## src/rtl/core/hrs_pkg.sv

```systemverilog
`timescale 1ns / 1ps
package hrs_pkg;
	localparam logic [2:0] KIND_POLL      = 3'd0;
	localparam logic [2:0] KIND_STATE     = 3'd1;
	localparam logic [2:0] KIND_ANALOG    = 3'd2;
	localparam logic [2:0] KIND_TELEM     = 3'd3;
	localparam logic [2:0] KIND_VENDOR    = 3'd4;
	localparam logic [2:0] KIND_PHYSICAL  = 3'd5;
	localparam logic [2:0] KIND_ACTION    = 3'd6;
	localparam logic [2:0] KIND_PULSE     = 3'd7;
	localparam logic [2:0] SRC_CONSUMER   = 3'd2;
	localparam logic [2:0] SRC_NONE       = 3'd7;
	localparam logic [6:0] EPOCH_MASK     = 7'h6E;

	// classified item handed from front to back
	typedef struct packed {
		logic [2:0]  kind;
		logic        target;
		logic [15:0] usage;
		logic        pressed;
		logic        same;
		logic        same2;
		logic        wf;
		logic [31:0] epoch;
		logic [1:0]  accepts;
	} item_t;

	// result tdata: sent_source, send_ok, consumer_usage_sent, accepted, response_pending
	typedef struct packed {
		logic        pending;
		logic        acc;
		logic [15:0] use_sent;
		logic        ok;
		logic [2:0]  src;
	} res_t;
endpackage

```

## src/rtl/core/hrs_front.sv

```systemverilog
`timescale 1ns / 1ps
module hrs_front import hrs_pkg::*; (
	input  logic        clk,
	input  logic        arst_n,
	input  logic        s_tvalid,
	output logic        s_tready,
	input  logic [55:0] s_tdata,
	output logic        q_valid,
	input  logic        q_ready,
	output item_t       q_item
);
	// two-entry queue
	item_t      mem_q [2];
	logic       wp_q, rp_q;
	logic [1:0] cnt_q;
	item_t      in_item;
	logic       push, pop;

	always_comb begin
		in_item.kind    = s_tdata[2:0];
		in_item.target  = s_tdata[3];
		in_item.usage   = s_tdata[19:4];
		in_item.pressed = s_tdata[20];
		in_item.same    = s_tdata[21];
		in_item.same2   = s_tdata[22];
		in_item.wf      = s_tdata[23];
		in_item.epoch   = s_tdata[55:24];
		in_item.accepts = 2'b00;
	end

	assign s_tready = (cnt_q != 2'd2);
	assign push = s_tvalid && s_tready;
	assign q_valid = (cnt_q != 2'd0);
	assign pop = q_valid && q_ready;
	assign q_item = mem_q[rp_q];

	always_ff @(posedge clk) begin
		if (push) mem_q[wp_q] <= in_item;
	end

	always_ff @(posedge clk or negedge arst_n) begin
		if (!arst_n) begin
			wp_q <= 1'b0; rp_q <= 1'b0; cnt_q <= 2'd0;
		end else begin
			if (push) wp_q <= ~wp_q;
			if (pop) rp_q <= ~rp_q;
			cnt_q <= cnt_q + {1'b0, push} - {1'b0, pop};
		end
	end

	assert property (@(posedge clk) disable iff (!arst_n) cnt_q != 2'd3)
		else $error("queue count overflow");
	assert property (@(posedge clk) disable iff (!arst_n)
		(cnt_q == 2'd2 && !pop) |=> cnt_q == 2'd2)
		else $error("full queue lost entry");
	assert property (@(posedge clk) disable iff (!arst_n)
		(push && !pop) |=> cnt_q == $past(cnt_q) + 2'd1)
		else $error("push not counted");
endmodule

```

## src/rtl/core/hrs_back.sv

```systemverilog
`timescale 1ns / 1ps
module hrs_back import hrs_pkg::*; (
	input  logic        clk,
	input  logic        arst_n,
	input  logic        q_valid,
	output logic        q_ready,
	input  item_t       q_item,
	input  logic [1:0]  accepts,
	output logic        m_tvalid,
	input  logic        m_tready,
	output logic [23:0] m_tdata,
	output logic        m_tlast
);
	logic [6:0]  valid_q, dirty_q;
	logic [15:0] held_q, phys_q, act_q, pulse_q, qpulse_q;
	logic        f_pulse_q, f_rel_q, f_queued_q;
	logic [1:0]  ccur_q, tptr_q;
	logic [31:0] last_epoch_q;
	logic        seen_q;
	logic        busy_q;
	logic        att_q;
	item_t       cur_q;
	logic        ov_q;
	res_t        out_q;
	logic        last_q;

	// combinational next state for one step
	logic [6:0]  v_n, d_n;
	logic [15:0] held_n, phys_n, act_n, pulse_n, qpulse_n, u;
	logic        fp_n, fr_n, fq_n, seen_n, att_n;
	logic [1:0]  ccur_n, tptr_n;
	logic [31:0] le_n;
	res_t        r;
	logic        do_poll, fin, done, can_step;
	item_t       it;
	logic [1:0]  idx, tidx, tp;
	logic        bit_ok, found;
	logic [6:0]  b;

	assign it = busy_q ? cur_q : q_item;
	assign can_step = !ov_q || m_tready;
	assign q_ready = !busy_q && can_step;

	always_comb begin
		v_n = valid_q; d_n = dirty_q; held_n = held_q; phys_n = phys_q;
		act_n = act_q; pulse_n = pulse_q; qpulse_n = qpulse_q;
		fp_n = f_pulse_q; fr_n = f_rel_q; fq_n = f_queued_q;
		ccur_n = ccur_q; tptr_n = tptr_q; le_n = last_epoch_q; seen_n = seen_q;
		att_n = busy_q ? att_q : 1'b0;
		r = '0; r.src = SRC_NONE; do_poll = 1'b1; fin = 1'b1; u = '0;
		found = 1'b0; b = '0; bit_ok = 1'b0; idx = '0; tidx = '0;
		tp = (tptr_q == 2'd3) ? 2'd0 : tptr_q;
		if (!busy_q) begin
			unique case (it.kind)
				KIND_POLL: ;
				KIND_STATE: begin
					b = it.target ? 7'h08 : 7'h02;
					if (!((v_n & b) != 0 && it.same)) begin v_n |= b; d_n |= b; end
				end
				KIND_ANALOG: begin
					if (!(v_n[5] && it.same)) begin v_n[5] = 1'b1; d_n[5] = 1'b1; end
					if (!(v_n[6] && it.same2)) begin v_n[6] = 1'b1; d_n[6] = 1'b1; end
				end
				KIND_TELEM: begin
					if (!it.wf) do_poll = 1'b0;
					else if (!(v_n[4] && it.same)) begin v_n[4] = 1'b1; d_n[4] = 1'b1; end
				end
				KIND_VENDOR: begin
					if (!it.wf) do_poll = 1'b0;
					else if (d_n[0]) begin do_poll = 1'b0; r.acc = it.same; end
					else begin v_n[0] = 1'b1; d_n[0] = 1'b1; r.acc = 1'b1; end
				end
				KIND_PHYSICAL, KIND_ACTION, KIND_PULSE: begin
					if (it.kind == KIND_PHYSICAL) phys_n = it.usage;
					if (it.kind == KIND_ACTION) act_n = it.pressed ? it.usage : 16'd0;
					u = (act_n != 0) ? act_n : phys_n;
					if (!(v_n[2] && (v_n[2] && held_q == u))) begin
						v_n[2] = 1'b1; d_n[2] = 1'b1;
					end
					held_n = u;
					if (it.kind == KIND_PULSE) begin
						fin = 1'b0;
						if (!fp_n && !fr_n) begin pulse_n = it.usage; fp_n = 1'b1; end
						else begin qpulse_n = it.usage; fq_n = 1'b1; end
					end
				end
				default: ;
			endcase
		end
		if (do_poll) begin
			if (!seen_n) begin le_n = it.epoch; seen_n = 1'b1; end
			else if (it.epoch != le_n) begin le_n = it.epoch; d_n |= v_n & EPOCH_MASK; end
			for (int o = 0; o < 4; o++) begin
				if (!found) begin
					idx = ccur_n + 2'(o);
					if (d_n[idx] || (idx == 2'd2 && (fp_n || fr_n))) begin
						found = 1'b1;
						bit_ok = accepts[att_n];
						if (idx == 2'd2 && fp_n) begin
							r.src = SRC_CONSUMER; r.use_sent = pulse_n; att_n = ~att_n;
							if (bit_ok) begin
								r.ok = 1'b1; fp_n = 1'b0; fr_n = 1'b1;
								d_n[2] = 1'b1; ccur_n = 2'd3;
							end
						end else if (v_n[idx] && d_n[idx]) begin
							r.src = {1'b0, idx}; att_n = ~att_n;
							if (idx == 2'd2) r.use_sent = held_n;
							if (bit_ok) begin
								r.ok = 1'b1; d_n[idx] = 1'b0;
								if (idx == 2'd2) begin
									fr_n = 1'b0;
									if (fq_n) begin pulse_n = qpulse_n; fq_n = 1'b0; fp_n = 1'b1; end
								end
								ccur_n = idx + 2'd1;
							end
						end
					end
				end
			end
			for (int o = 0; o < 3; o++) begin
				if (!found) begin
					if ((3'(tp) + 3'(o)) >= 3'd3) tidx = 2'(3'(tp) + 3'(o) - 3'd3);
					else tidx = 2'(3'(tp) + 3'(o));
					if (d_n[3'd4 + 3'(tidx)]) begin
						found = 1'b1;
						if (v_n[3'd4 + 3'(tidx)]) begin
							r.src = 3'd4 + 3'(tidx);
							bit_ok = accepts[att_n]; att_n = ~att_n;
							if (bit_ok) begin
								r.ok = 1'b1; d_n[3'd4 + 3'(tidx)] = 1'b0;
								tptr_n = (tidx == 2'd2) ? 2'd0 : tidx + 2'd1;
							end
						end
					end
				end
			end
		end
		r.pending = d_n[0];
	end

	assign done = busy_q ? 1'b1 : fin;

	always_ff @(posedge clk) begin
		if (!busy_q && q_valid && q_ready) cur_q <= q_item;
		if ((busy_q || q_valid) && can_step) begin out_q <= r; last_q <= done; end
	end

	always_ff @(posedge clk or negedge arst_n) begin
		if (!arst_n) begin
			valid_q <= '0; dirty_q <= '0; held_q <= '0; phys_q <= '0; act_q <= '0;
			pulse_q <= '0; qpulse_q <= '0; f_pulse_q <= 1'b0; f_rel_q <= 1'b0;
			f_queued_q <= 1'b0; ccur_q <= '0; tptr_q <= '0; last_epoch_q <= '0;
			seen_q <= 1'b0; busy_q <= 1'b0; att_q <= 1'b0; ov_q <= 1'b0;
		end else begin
			if ((busy_q || q_valid) && can_step) begin
				valid_q <= v_n; dirty_q <= d_n; held_q <= held_n; phys_q <= phys_n;
				act_q <= act_n; pulse_q <= pulse_n; qpulse_q <= qpulse_n;
				f_pulse_q <= fp_n; f_rel_q <= fr_n; f_queued_q <= fq_n;
				ccur_q <= ccur_n; tptr_q <= tptr_n; last_epoch_q <= le_n; seen_q <= seen_n;
				att_q <= att_n; busy_q <= !done; ov_q <= 1'b1;
			end else if (ov_q && m_tready) begin
				ov_q <= 1'b0;
			end
		end
	end

	assign m_tvalid = ov_q;
	assign m_tdata = {2'b00, out_q};
	assign m_tlast = last_q;

	assert property (@(posedge clk) disable iff (!arst_n)
		(busy_q && can_step) |=> !busy_q)
		else $error("pulse item took more than two steps");
	assert property (@(posedge clk) disable iff (!arst_n)
		(m_tvalid && !m_tready) |=> $stable(out_q))
		else $error("stalled result changed");
	assert property (@(posedge clk) disable iff (!arst_n)
		(dirty_q & ~valid_q & 7'h0F & ~7'h04) == 7'h00)
		else $error("dirty control source without valid");
	assert property (@(posedge clk) disable iff (!arst_n)
		busy_q |-> !q_ready)
		else $error("accepted item mid pulse");
endmodule

```

## src/rtl/core/hid_report_send_scheduler.sv

```systemverilog
`timescale 1ns / 1ps
// channel | fields (tdata low bit up)                                    | tuser
// s_axis  | kind[2:0] target usage[15:0] pressed same_content            | link_accepts[1:0]
//         | same_content_second well_formed queue_epoch[31:0]            |
// m_axis  | sent_source[2:0] send_ok consumer_usage_sent[15:0] accepted  | -, tlast = last
//         | response_pending, 2 zero pad bits                            |
// One item gives one result item; a consumer pulse gives two
// (two polls, two result items). A two-entry queue parts intake from scheduling.
// Results sit in an output register; the scheduler holds while it is full and stalled.
// Reset (arst_n low) clears all marks, pointers and flags at once.
module hid_report_send_scheduler import hrs_pkg::*; (
	input  logic        clk,
	input  logic        arst_n,
	input  logic        s_axis_tvalid,
	output logic        s_axis_tready,
	input  logic [55:0] s_axis_tdata,  // kind,target,usage,pressed,same,same2,wf,epoch
	input  logic [1:0]  s_axis_tuser,  // link_accepts
	output logic        m_axis_tvalid,
	input  logic        m_axis_tready,
	output logic [23:0] m_axis_tdata,  // src,ok,usage_sent,accepted,pending,pad
	output logic        m_axis_tlast
);
	logic  q_valid, q_ready;
	item_t q_item;
	logic [1:0] acc_mem_q [2];
	logic wp_q, rp_q;

	// link_accepts rides alongside queue entries
	always_ff @(posedge clk) begin
		if (s_axis_tvalid && s_axis_tready) acc_mem_q[wp_q] <= s_axis_tuser;
	end
	always_ff @(posedge clk or negedge arst_n) begin
		if (!arst_n) begin
			wp_q <= 1'b0; rp_q <= 1'b0;
		end else begin
			if (s_axis_tvalid && s_axis_tready) wp_q <= ~wp_q;
			if (q_valid && q_ready) rp_q <= ~rp_q;
		end
	end

	logic [1:0] acc_cur_q;
	always_ff @(posedge clk) begin
		if (q_valid && q_ready) acc_cur_q <= acc_mem_q[rp_q];
	end

	hrs_front u_front (
		.clk, .arst_n,
		.s_tvalid(s_axis_tvalid), .s_tready(s_axis_tready), .s_tdata(s_axis_tdata),
		.q_valid, .q_ready, .q_item
	);

	hrs_back u_back (
		.clk, .arst_n,
		.q_valid, .q_ready, .q_item,
		.accepts(q_ready ? acc_mem_q[rp_q] : acc_cur_q),
		.m_tvalid(m_axis_tvalid), .m_tready(m_axis_tready),
		.m_tdata(m_axis_tdata), .m_tlast(m_axis_tlast)
	);
endmodule

```

## config.mk

```make
export PLATFORM = sky130hd
export DESIGN_NAME = hid_report_send_scheduler
export DESIGN_NICKNAME = d
export VERILOG_FILES = /design/src/rtl/core/hrs_pkg.sv /design/src/rtl/core/hrs_front.sv /design/src/rtl/core/hrs_back.sv /design/src/rtl/core/hid_report_send_scheduler.sv
export SDC_FILE = /design/constraint.sdc
export NUM_CORES = 1
export LEC_CHECK = 0
export ABC_AREA = 1
export BUFFER_PORTS_ARGS = -buffer_cell sky130_fd_sc_hd__buf_2
export CORE_MARGIN = 1
export CORE_UTILIZATION = 30
export CTS_CLUSTER_SIZE = 16
export DETAILED_ROUTE_END_ITERATION = 8
export PLACE_DENSITY = 0.46
export SLEW_MARGIN = 20
export SYNTH_ARGS = -nofsm -noshare
export SYNTH_HDL_FRONTEND = slang
export SYNTH_SLANG_ARGS = --single-unit
```

## constraint.sdc

```tcl
create_clock -name clk -period 10.2 [get_ports clk]
set_clock_uncertainty 0.15 [all_clocks]
set_input_delay 2.04 -clock clk [delete_from_list [all_inputs] [get_ports clk]]
set_output_delay 2.04 -clock clk [all_outputs]
set_load 0.005 [all_outputs]
```

==> results of run 1 <==
state kept, by name (all words and copies together), names as in the netlist, 22 cells and up:
register,count
u_front.mem_q,112
u_back.m_tdata,22
u_back.last_epoch_q,32
u_back.cur_q,55
tightest hold or removal path, cell delays in order (launching register included):
cell and delay, ns:
dfrtp_1 0.32, inv_1 0.05, nand2_1 0.06
layer usage:
layer	global-route usage (%)	part of all wire [%]	vias up
met5	0	0.10	-
met4	5.47	2.5	10
met3	2.48	4.7	97
met2	28.6	45	405
met1	24.6	47	7896
li1	-	-	8294
cells in the mapped netlist (all sizes together) (32+ instances only):
cell type	n	area, um^2
xor2	32	280
nor2	225	946
nand3	144	868
inv	231	867
nand2	729	2860
o21ai	263	1330
clkbuf	56	211
dfrtp	143	3580
a31oi	37	231
buf	42	258
edfxtp	196	5890
a21oi	86	434
final timing paths:
kind	end	cells past startpoint
max	u_back.m_tdata[0]	52
min	u_back.valid_q[3]	2
max reg2reg	u_back.m_tdata[0]	59
min reg2reg	u_back.valid_q[3]	2
max in group asynchronous	u_back.held_q[14]	2
min in group asynchronous	u_back.last_epoch_q[21]	1
timing repair:
| action | CTS | global route |
|---|---|---|
| resized for setup | 0 | 8 |
| endpoints found under the setup margin | 0 | 11 |
| buffers inserted | 0 | 13 |
per-stage QoR:
| stage | setup slack (ns) | utilization, % | hold WS, ns |
|---|---|---|---|
| 2_1_floorplan | 1.81 | - | 0.280 |
| 3_3_place_gp | 0.459 | 32.6 | 0.298 |
| 3_5_place_dp | 0.268 | 32.6 | 0.301 |
| 4_1_cts | 0.643 | 34.8 | 0.315 |
| 5_1_grt | 0.0220 | 35.0 | 0.343 |
| 6_report | 0.865 | 35.0 | 0.314 |
cell usage in the layout, fill, tap and decap left out, types with 6 or more instances in the layout:
cell type,Yosys,layout
clkinv_1,12,26
nand4_1,25,25
clkbuf_16,0,43
nand3b_1,10,10
o21ai_1,16,16
a221oi_1,14,14
o22ai_1,23,23
nand2_1,699,697
a31oi_1,37,37
inv_2,13,13
nand2_2,21,23
a22o_1,10,10
mux2i_1,9,9
nand3_2,17,17
nor2_4,8,10
nor3_1,18,15
xor2_1,32,32
a211oi_1,6,6
o211ai_1,10,10
nor2_1,206,203
nor2_2,10,11
buf_4,9,63
o21ai_0,245,245
clkinv_2,0,9
dfrtp_1,143,142
edfxtp_1,196,196
nand2_4,9,9
a21oi_1,85,84
buf_2,17,85
nand3_1,122,122
inv_1,218,217
ha_1,24,23
or2_2,13,13
cell type report:
class                           instances  share of cell area [%]
Clock inverter                         33                    1.33
Clock buffer                           45                    4.76
Timing Repair Buffer                  153                    4.38
Tap cell                              855                    4.75
Inverter                              243                    4.09
Multi-Input combinational cell       1734                    38.7
Sequential cell                       339                    42.0
logic make-up after synthesis:
group / after synthesis
adders and majority gates: 24
other: 1
xor gates and xnor gates: 37
DFF: 339
AOI/OAI and AO/OA: 478
and+or+nand+nor: 1184
muxes: 9
buffers and inverters: 341
==> reports/results.md, run 1 <==
| Step | Quantity | Value |
|:---|:---|:---|
| outcome | Status | complete, no violations |
| placed design | Placed cell count | 3310 |
| logic synthesis | Adder-cell area share of the yosys netlist | 1.54% |
| finish | Fraction of final layout cells with drive strength greater than 1 | 13.0% |
| critical path | Slowest cell on the critical path | o21ai_0 |
| logic synthesis | Share of synthesized area occupied by flip-flops and latches | 48.5% |
| grt | GRT overflow | 0 |
| grt | Via count of the first global-routing pass | 16000 |
| grt | Total Routing Usage GR | 17.8% |
| logic synthesis | Synth Instances | 2413 |
| finish | Sequential cell area | 9470 um^2 |
| finish | Multi-input gate area | 8710 um^2 |
| timing | Final Hold Vio Count | 0 |
| critical path | Required time at the worst-slack endpoint | 10.36 ns |
| finish | Layout Cell Area excl Fill | 22500 um^2 |
| timing | Transition time at the pin with the least slew margin | 0.950 ns |
| timing | Slew headroom | 36.7% |
| logic synthesis | Parity-gate share of the synthesized area counting xor and xnor cells | 1.70% |
| critical path | Most Frequent Cell on Critical Path | nand2_1 |
| critical path | Worst path top cell family by delay | simple AND/OR/NAND/NOR gates |
| logic synthesis | #FFs+latches synth | 339 |
| logic synthesis | Mux contribution to synthesized area | 0.462% |
| critical path | Launching element of the worst setup path | m_axis_tready |
| logic synthesis | Mapped Area | 19500 um^2 |
| floorplanning | I/O Pins | 89 |
| clocking | Clock tree from TritonCTS | yes |
| clocking | Number of buffers between clock root and the deepest sink | 3 |
| logic synthesis | Number of enable-type register cells in the synthesized netlist | 196 |
| floorplanning | Initial cell density of the core | 30.3% |
| clocking | Clock sink count | 339 |
| critical path | Endpoint type of the worst setup path | register |
| critical path | Start-to-end type of the worst setup path | primary input to register |
| timing | Slew Limit Fails | 0 |
| timing | Clock period minus worst slack | 9.33 ns |
| critical path | Launching element type of the critical path | primary input |
| timing | Sum of negative setup slack | 0 ns |
| logic synthesis | Share of flip-flops with an asynchronous set or reset after synthesis | 42.2% |
| floorplanning | Height of the chip | 257 um |
| logic synthesis | Compound-cell area share of the yosys netlist | 13.9% |
| placed design | Placement Cell Area | 21000 um^2 |
| detailed routing | DR WL/cell | 17.3 um |
| logic synthesis | Main flop type after synthesis | edfxtp_1 |
| detailed routing | Post-detailed-route DRC marker count | 0 |
| detailed routing | Via count of the routed design | 16700 |
| timing | Share of the clock period used by the worst path after layout | 91.5% |
| clocking | Clock root buffer | clkbuf_16 |
| floorplanning | Rows | 93 |
| finish | Antenna Diode Count | 0 |
| worst hold path | Min-Delay Path Class | register to register |
| detailed routing | Initial drt markers | 1298 |
| detailed routing | TritonRoute pass-1 iters | 5 |
| worst hold path | Worst Min Path Start | u_back.valid_q[3] |
| critical path | Critical path arrival | 9.50 ns |
| flow run | Max_cap viols | 0 |
| placed design | Routability-driven placement congestion ratio | 0.899 |
| timing | Setup repair after global routing missed its margin | false |
| logic synthesis | Count of warnings emitted by yosys | 0 |
| floorplanning | Die boundary width | 257 um |
| clocking | Number of levels the H-tree was split into | 2 |
| placed design | IO Port Bufs | 86 |
| placed design | HPWL after detailed placement | 42100 um |
| grt | Wire length of the first global-routing pass | 92700 um |
| timing | Number of failing setup endpoints in the final timing report | 0 |
| grt | Number of antenna violations at the first check in global routing | 5 |
| clocking | CTS buffer count | 42 |
| critical path | Worst Path Max Fanout | 11 |
| detailed routing | Final ANT Viol Nets | 0 |
| clocking | Quantity of hold-fixing buffers added after cts | 0 |
| finish | # nets final | 2599 |
| critical path | Total buffers and inverters traversed by the critical path | 11 |
| logic synthesis | Synth unique cells | 65 |
| finish | Fillers | 6655 |
| clocking | Worst-skew pair later-pin latency | 0.58 ns |
| finish | Filler-free cell count of the finished design | 3402 |
| grt | Pin count of the biggest net entering global routing | 90 |
| detailed routing | Detailed-route vias per instance | 4.91 |
| finish | Area added between synthesis and finish | 15.5% |
| critical path | Startpoint of the most critical register-to-register path | u_front.rp_q |
| logic synthesis | Dominant combinational cell family by area after synthesis | simple AND/OR/NAND/NOR gates |
| floorplanning | Die area | 66000 um^2 |
| timing | Maximum frequency from static timing analysis | 107 MHz |
| critical path | Reg2reg setup slack | 1.02 ns |
| logic synthesis | Syn avg cell area | 8.08 um^2 |
| critical path | Slowest stage delay, CP | 0.61 ns |
| logic synthesis | Basic-gate share of the synthesized area counting and, or, nand and nor cells | 26.7% |
| detailed routing | Sum of routed wire length over all layers | 58900 um |
| floorplanning | Core footprint | 64300 um^2 |
| clocking | Clock slew seen by the registers of the worst setup and hold paths | 0.06 ns |
Power of run 1 is left out: the tool's default activity adds up to more than one toggle a clock period on the data nets, which glitch-free logic cannot reach.
==> run 2, diff against run 1 <==
- PLACE_DENSITY: 0.46 -> 0.47
- clock period: 10.2 -> 7.7 ns (I/O delays scaled with it)
==> run 2 against run 1 <==
The flow now finishes with violations (negative setup slack). Critical path depth rose by 17. Flip-flop and latch count did not move. Cell area rose by 15%. Non-clock buffer count rose by 280. Cell count rose by 8.3%. Sequential share of layout area fell by 5.6 points. Routed wire length rose by 5.3%. Die area did not move. Highest routed layer unchanged.
==> reports/results.md, run 2 (synthesis gave the netlist of run 1 again) <==
| Step | Quantity | Value | vs previous |
|:---|:---|:---|:---|
| grt | Total Routing Usage GR | 18.5% | +0.68 points |
| detailed routing | TritonRoute pass-1 iters | 5 | unchanged |
| grt | Via count of the first global-routing pass | 17300 | +8.4% |
| finish | Multi-input gate area | 9640 um^2 | +11% |
| critical path | Endpoint type of the worst setup path | register |  |
| critical path | Reg2Reg Depth | 69 | +17% |
| detailed routing | Final ANT Viol Nets | 0 | unchanged |
| detailed routing | Sum of routed wire length over all layers | 62100 um | +5.3% |
| clocking | Number of levels the H-tree was split into | 2 | unchanged |
| critical path | Worst Path Max Fanout | 7 | -4 |
| timing | Share of the clock period used by the worst path after layout | 102% |  |
| flow run | Max_cap viols | 0 | unchanged |
| detailed routing | Detailed-route vias per instance | 4.79 | -2.5% |
| timing | Final Hold Vio Count | 0 | unchanged |
| worst hold path | Min-Delay Path Class | register to register |  |
| finish | Fraction of final layout cells with drive strength greater than 1 | 27.7% | +15 points |
| critical path | Startpoint of the most critical register-to-register path | u_front.rp_q |  |
| outcome | Failing checks | negative setup slack |  |
| clocking | CTS buffer count | 42 | unchanged |
| floorplanning | Rows | 93 | unchanged |
| critical path | Most Frequent Cell on Critical Path | nand2_4 |  |
| critical path | Reg2reg setup slack | -0.18 ns | -1.20 ns |
| detailed routing | Via count of the routed design | 17600 | +5.6% |
| clocking | Worst-skew pair later-pin latency | 0.59 ns | about the same |
| finish | Register with the most flip-flops | u_front.mem_q |  |
| timing | Transition time at the pin with the least slew margin | 1.14 ns | +0.191 ns |
| clocking | Clock root buffer | clkbuf_16 |  |
| clocking | Clock sink count | 339 | unchanged |
| finish | # nets final | 2880 | +11% |
| detailed routing | Routed wl met2 | 28800 um | +7.6% |
| detailed routing | Initial drt markers | 1256 | -3.2% |
| timing | Slew headroom | 23.7% | -13 points |
| floorplanning | Core footprint | 64300 um^2 | unchanged |
| grt | Pin count of the biggest net entering global routing | 74 | -18% |
| timing | Setup repair after global routing missed its margin | true |  |
| floorplanning | I/O Pins | 89 | unchanged |
| critical path | Critical path arrival | 8.03 ns | -1.47 ns |
| timing | Number of failing setup endpoints in the final timing report | 9 | +9 |
| clocking | Clock slew seen by the registers of the worst setup and hold paths | 0.06 ns | about the same |
| grt | Number of antenna violations at the first check in global routing | 1 | -4 |
| timing | Maximum frequency from static timing analysis | 127 MHz |  |
| finish | Fillers | 6452 | -3.1% |
| finish | Most frequent cells in the layout | nand2_1, buf_4, o21ai_0, inv_1, edfxtp_1 |  |
| critical path | Slowest cell on the critical path | dfrtp_2 |  |
| timing | Clock period minus worst slack | 7.88 ns |  |
| detailed routing | Post-detailed-route DRC marker count | 0 | unchanged |
| finish | Top flop regs | u_front.mem_q: 112 flops, u_back.cur_q: 55 flops, u_back.last_epoch_q: 32 flops |  |
| grt | Wire length of the first global-routing pass | 96600 um | +4.2% |
| worst hold path | Worst Min Path Start | u_back.valid_q[3] |  |
| detailed routing | Detailed-routing wirelength on met1 | 29000 um | +4.0% |
| clocking | Clock tree from TritonCTS | yes |  |
| critical path | Start-to-end type of the worst setup path | register to register |  |
| critical path | Slowest stage delay, CP | 0.47 ns | -0.14 ns |
| timing | Slew Limit Fails | 0 | unchanged |
| critical path | Capture point of the worst reg-to-reg path | u_back.m_tdata[1] |  |
| outcome | Status | finished, violations left |  |
| detailed routing | DR WL/cell | 16.9 um | -2.7% |
| finish | End-of-flow core utilization | 40.4% | +5.4 points |
| floorplanning | Initial cell density of the core | 30.3% | unchanged |
| floorplanning | Die area | 66000 um^2 | unchanged |
| clocking | Number of buffers between clock root and the deepest sink | 3 | unchanged |
| floorplanning | Height of the chip | 257 um | unchanged |
| timing | Final setup margin | -0.177 ns | -1.04 ns |
| finish | Area added between synthesis and finish | 33.3% |  |
| finish | Sequential cell area | 9470 um^2 | unchanged |
| critical path | Launching element type of the critical path | register |  |
| finish | Most common cell after layout, fill and taps aside | nand2_1 |  |
| detailed routing | Highest Signal Layer | met5 |  |
| grt | GRT overflow | 0 | unchanged |
| critical path | Required time at the worst-slack endpoint | 7.85 ns | -2.51 ns |
| placed design | HPWL after detailed placement | 44400 um | +5.5% |
| detailed routing | Met3 wirelength from detailed routing | 2580 um | -6.3% |
| floorplanning | Die boundary width | 257 um | unchanged |
| finish | Antenna Diode Count | 0 | unchanged |
| placed design | IO Port Bufs | 86 | unchanged |
| critical path | Launching element of the worst setup path | u_front.rp_q |  |
| placed design | Routability-driven placement congestion ratio | 0.930 | +3.4% |
| critical path | Critical path destination | u_back.m_tdata[1] |  |
| finish | Number of flip-flops under the largest register name | 112 | unchanged |
==> run 2: cell types whose count changed in the layout (fill, tap and decap cells not counted), moves of 13 or more <==
cell / previous run / this run
buf_4: 63 / 301
nand2_1: 697 / 626
nand2_2: 23 / 71
o21ai_0: 245 / 217
nand2_4: 9 / 33
nand3_1: 122 / 101
nor2_1: 203 / 184
buf_6: 2 / 19
buf_12: 2 / 18
o21ai_1: 16 / 32
nand3_4: 5 / 20
inv_1: 217 / 204
==> run 2: stage by stage <==
| step | area [um^2] | setup WS, ns | hold WS, ns | cells | TNS [ns] |
|---|---|---|---|---|---|
| 2_1_floorplan | 19500 | 0.0320 | 0.280 | 2414 | 0 |
| 3_3_place_gp | 23000 | -0.489 | 0.301 | 3558 | -10.74 |
| 3_5_place_dp | 23000 | -0.648 | 0.303 | 3558 | -15.60 |
| 4_1_cts | 24900 | -0.249 | 0.318 | 3654 | -1.85 |
| 5_1_grt | 26000 | -0.732 | 0.336 | 3683 | -13.56 |
| 6_report | 26000 | -0.177 | 0.314 | 3683 | -1.30 |
==> run 2: cell type report <==
cell class,count,area share (%)
clock buffers,53,4.32
clock inverters,25,1.07
inverters,243,3.63
multi-input cells,1735,37.1
flip-flops and latches,339,36.4
well taps,855,4.11
repair buffers,433,13.4
==> run 2: worst min-delay path by stage <==
stage / to / slack, ns / cells past startpoint
3_3_place_gp: u_back.valid_q[3] / 0.30 / 2
2_1_floorplan: u_back.valid_q[3] / 0.28 / 2
6_report: u_back.valid_q[3] / 0.31 / 2
4_1_cts: u_back.valid_q[3] / 0.32 / 2
5_1_grt: u_back.pulse_q[13] / 0.34 / 2
3_5_place_dp: u_back.valid_q[3] / 0.30 / 2
==> run 2: layer usage <==
metal / GRT usage (%) / up-vias
met2: 29.8 / 404
met3: 2.50 / 100
met4: 5.75 / 2
met5: 0 / -
li1: - / 8867
met1: 25.5 / 8260
==> run 2: critical path: cells and delay by family, from the launching register on <==
kind | cells | cell delay (ns)
DFF | 1 | 0.47
buffers and inverters | 12 | 1.21
AOI/OAI and AO/OA | 5 | 0.61
adders and majority gates | 2 | 0.51
and+or+nand+nor | 50 | 4.60
==> run 2: timing repair <==
item,4_1_cts,5_1_grt
gates cloned,3,6
gates resized for setup,63,237
pin swaps,27,101
hold buffers,0,0
setup endpoints to repair,49,52
setup buffers,15,25
hold endpoints to repair,0,0
Power of run 2 is left out for the same reason.
==> run 3, diff against run 2 <==
- ABC_AREA: 1 -> not set
- TNS_END_PERCENT: not set -> 10
- clock period: 7.7 -> 7 ns (I/O delays scaled with it)
==> run 3 against run 2 <==
The run still ends with negative setup slack left. Largest cell class unchanged. Global-route usage increased by 1.3 points. Critical path type unchanged. Clock-buffer cell count grew 6. Fmax is 6.5% lower. Synthesized cell count shrank 22%.
==> reports/results.md, run 3 <==
| Step | Quantity | Value | vs previous |
|:---|:---|:---|:---|
| floorplanning | Die boundary width | 258 um | +0.43% |
| logic synthesis | #FFs+latches synth | 338 | -0.29% |
| detailed routing | TritonRoute pass-1 iters | 5 | unchanged |
| logic synthesis | Share of synthesized area occupied by flip-flops and latches | 48.0% | -0.57 points |
| detailed routing | Detailed-routing wirelength on met1 | 30700 um | +5.9% |
| placed design | IO Port Bufs | 86 | unchanged |
| timing | Min Hold Slack | 0.331 ns | +0.0168 ns |
| logic synthesis | Synth unique cells | 115 | +77% |
| finish | Most frequent cells in the layout | buf_4, nand2_1, edfxtp_1, nor2_1, dfrtp_1 |  |
| logic synthesis | Count of warnings emitted by yosys | 0 | unchanged |
| detailed routing | DR WL/cell | 20.1 um | +20% |
| floorplanning | I/O Pins | 89 | unchanged |
| timing | Final setup margin | -1.42 ns | -1.25 ns |
| timing | Final Hold Vio Count | 0 | unchanged |
| detailed routing | Routed wl met2 | 30300 um | +5.3% |
| clocking | Worst-skew pair later-pin latency | 0.58 ns | about the same |
| finish | # nets final | 2494 | -13% |
| clocking | Clock tree from TritonCTS | yes |  |
| detailed routing | Initial drt markers | 1298 | +3.3% |
| floorplanning | Initial cell density of the core | 30.5% | +0.15 points |
| critical path | Slowest stage delay, CP | 0.60 ns | +0.13 ns |
| critical path | Endpoint type of the worst setup path | register |  |
| finish | Number of flip-flops under the largest register name | 112 | unchanged |
| logic synthesis | Syn avg cell area | 10.4 um^2 | +29% |
| detailed routing | Via count of the routed design | 16700 | -5.1% |
| grt | Total Routing Usage GR | 19.8% | +1.3 points |
| clocking | Number of levels the H-tree was split into | 2 | unchanged |
| clocking | Number of buffers between clock root and the deepest sink | 3 | unchanged |
| critical path | Slowest cell on the critical path | or4_4 |  |
| placed design | Routability-driven placement congestion ratio | 0.923 | -0.70% |
| detailed routing | Final ANT Viol Nets | 0 | unchanged |
| outcome | Status | finished, violations left |  |
| finish | Fraction of final layout cells with drive strength greater than 1 | 37.7% | +10 points |
| timing | Number of failing setup endpoints in the final timing report | 52 | +43 |
| floorplanning | Die area | 66600 um^2 | +0.86% |
| grt | Number of antenna violations at the first check in global routing | 11 | +10 |
| finish | Register with the most flip-flops | u_front.mem_q |  |
| detailed routing | Sum of routed wire length over all layers | 66400 um | +7.0% |
| timing | Slew Limit Fails | 0 | unchanged |
| grt | GRT overflow | 0 | unchanged |
| clocking | Quantity of hold-fixing buffers added after cts | 0 | unchanged |
| logic synthesis | Leading cell type by number of instances after synthesis | nand2_1 |  |
| critical path | Required time at the worst-slack endpoint | 7.31 ns | -0.54 ns |
| grt | Pin count of the biggest net entering global routing | 76 | +2.7% |
| critical path | Startpoint of the most critical register-to-register path | u_front.rp_q |  |
| finish | Top flop regs | u_front.mem_q: 112 flops, u_back.cur_q: 54 flops, u_back.last_epoch_q: 32 flops |  |
| logic synthesis | Most area-hungry cell type in the Yosys netlist | edfxtp_1 |  |
| worst hold path | Worst Min Path Start | u_back.pulse_q[12] |  |
| logic synthesis | Cell types with the highest counts after synthesis | nand2_1, edfxtp_1, nor2_1, dfrtp_1, mux2i_1 |  |
| finish | Antenna Diode Count | 0 | unchanged |
| critical path | Critical path arrival | 8.73 ns | +0.70 ns |
| timing | Transition time at the pin with the least slew margin | 0.971 ns | -0.170 ns |
| floorplanning | Core footprint | 64600 um^2 | +0.36% |
| flow run | Max_cap viols | 0 | unchanged |
| grt | Via count of the first global-routing pass | 16700 | -3.6% |
| logic synthesis | Number of enable-type register cells in the synthesized netlist | 195 | -0.51% |
| critical path | Launching element of the worst setup path | u_front.rp_q |  |
| timing | Maximum frequency from static timing analysis | 119 MHz | -6.5% |
| floorplanning | Rows | 93 | unchanged |
| timing | Clock period minus worst slack | 8.42 ns | +0.545 ns |
| worst hold path | Min-Delay Path Class | register to register |  |
| finish | Area added between synthesis and finish | 38.2% |  |
| timing | Share of the clock period used by the worst path after layout | 120% | +18 points |
| logic synthesis | Main flop type after synthesis | edfxtp_1 |  |
| outcome | Failing checks | negative setup slack |  |
| floorplanning | Height of the chip | 258 um | +0.43% |
| timing | Slew headroom | 34.7% | +11 points |
| logic synthesis | Share of flip-flops with an asynchronous set or reset after synthesis | 42.3% | +0.12 points |
| placed design | HPWL after detailed placement | 48200 um | +8.5% |
| logic synthesis | Cell types with the largest area share after synthesis | edfxtp_1, dfrtp_1, mux2i_1 |  |
| critical path | Reg2Reg Depth | 36 | -48% |
| finish | Most common cell after layout, fill and taps aside | buf_4 |  |
| clocking | Clock root buffer | clkbuf_16 |  |
| logic synthesis | Synth Instances | 1886 | -22% |
| detailed routing | Met3 wirelength from detailed routing | 3720 um | +44% |
| grt | Wire length of the first global-routing pass | 102000 um | +5.2% |
| detailed routing | Highest Signal Layer | met5 |  |
| detailed routing | Detailed-route vias per instance | 5.08 | +6.1% |
| worst hold path | Worst hold stages | 2 | unchanged |
| critical path | Start-to-end type of the worst setup path | register to register |  |
| critical path | Worst Path Max Fanout | 7 | unchanged |
| critical path | Launching element type of the critical path | register |  |
| logic synthesis | Area share of the leading cell type in the synthesized netlist | 29.8% | -0.41 points |
| clocking | Clock slew seen by the registers of the worst setup and hold paths | 0.06 ns | about the same |
| timing | Setup repair after global routing missed its margin | true |  |
| detailed routing | Post-detailed-route DRC marker count | 0 | unchanged |
| clocking | Clock sink count | 338 | -0.29% |
| clocking | CTS buffer count | 42 | unchanged |
| logic synthesis | Mapped Area | 19700 um^2 | +0.87% |
## run 3: cell types whose count changed after synthesis, sizes merged, moves of 25 or more
cell,previous run,this run
mux2,0,89
nand3,144,25
inv,231,81
xnor2,5,45
xor2,32,5
a21oi,86,113
nor2,225,156
o21ai,263,133
mux2i,9,147
nand2,729,227
a211oi,6,31
## run 3: layer usage
layer,vias up,track usage [%]
met5,-,0
met4,20,5.26
met3,102,3.69
met2,477,31.6
met1,8143,27.3
li1,7999,-
## run 3: worst max-delay path: cells and delay by family, from the launching register on
kind / cells / cell delay (ns)
compound gates: 17 / 3.42
xor+xnor: 2 / 0.43
fa+ha+maj: 3 / 0.88
buf+inv: 4 / 0.56
flops: 1 / 0.46
mux: 3 / 0.81
simple gates: 7 / 1.59
## run 3: cells by family (layout without fill, tap and decap cells)
| group | count (synthesis) | in the layout | share of synthesized area [%] |
|---|---|---|---|
| xor gates and xnor gates | 50 | 50 | 2.44 |
| AOI/OAI and AO/OA | 484 | 484 | 16.7 |
| and+or+nand+nor | 571 | 571 | 13.9 |
| other | 1 | 2 | 0.0191 |
| muxes | 237 | 237 | 13.4 |
| adders and majority gates | 24 | 24 | 1.53 |
| buffers and inverters | 181 | 736 | 4.08 |
| DFF | 338 | 338 | 48.0 |
## run 3: worst paths after layout
kind	endpoint	slack, ns
max in group asynchronous	u_back.held_q[9]	4.71
min in group asynchronous	u_back.last_epoch_q[3]	0.68
hold reg to reg	u_back.pulse_q[12]	0.33
setup / recovery	u_back.tptr_q[0]	-1.42
setup reg to reg	u_back.tptr_q[0]	-1.42
hold / removal	u_back.pulse_q[12]	0.33
## run 3: area by class of cell
| class | count | area [um^2] |
|---|---|---|
| repair buffers | 576 | 4440 |
| well taps | 855 | 1070 |
| multi-input cells | 1368 | 10500 |
| fillers | 6254 | 37400 |
| inverters | 82 | 320 |
| clock buffers | 59 | 1230 |
| flip-flops and latches | 338 | 9440 |
| clock inverters | 19 | 221 |
## run 3: repair_timing
item | CTS | global route
buffers inserted | 44 | 24
resized for setup | 86 | 109
endpoints found under the setup margin | 52 | 52
pin swaps | 47 | 39
cloned | 4 | 1
## run 3: stage by stage
| step | area, um^2 | utilization, % | instances | TNS [ns] | worst slack (ns) |
|---|---|---|---|---|---|
| 2_1_floorplan | 19900 | - | 1887 | -83.99 | -1.92 |
| 3_3_place_gp | 24200 | 37.5 | 3149 | -77.69 | -1.81 |
| 3_5_place_dp | 24200 | 37.5 | 3149 | -81.30 | -1.88 |
| 4_1_cts | 26500 | 41.1 | 3274 | -63.43 | -1.44 |
| 5_1_grt | 27200 | 42.1 | 3297 | -80.41 | -1.81 |
| 6_report | 27200 | 42.1 | 3297 | -63.61 | -1.42 |
Power of run 3 is left out for the same reason.
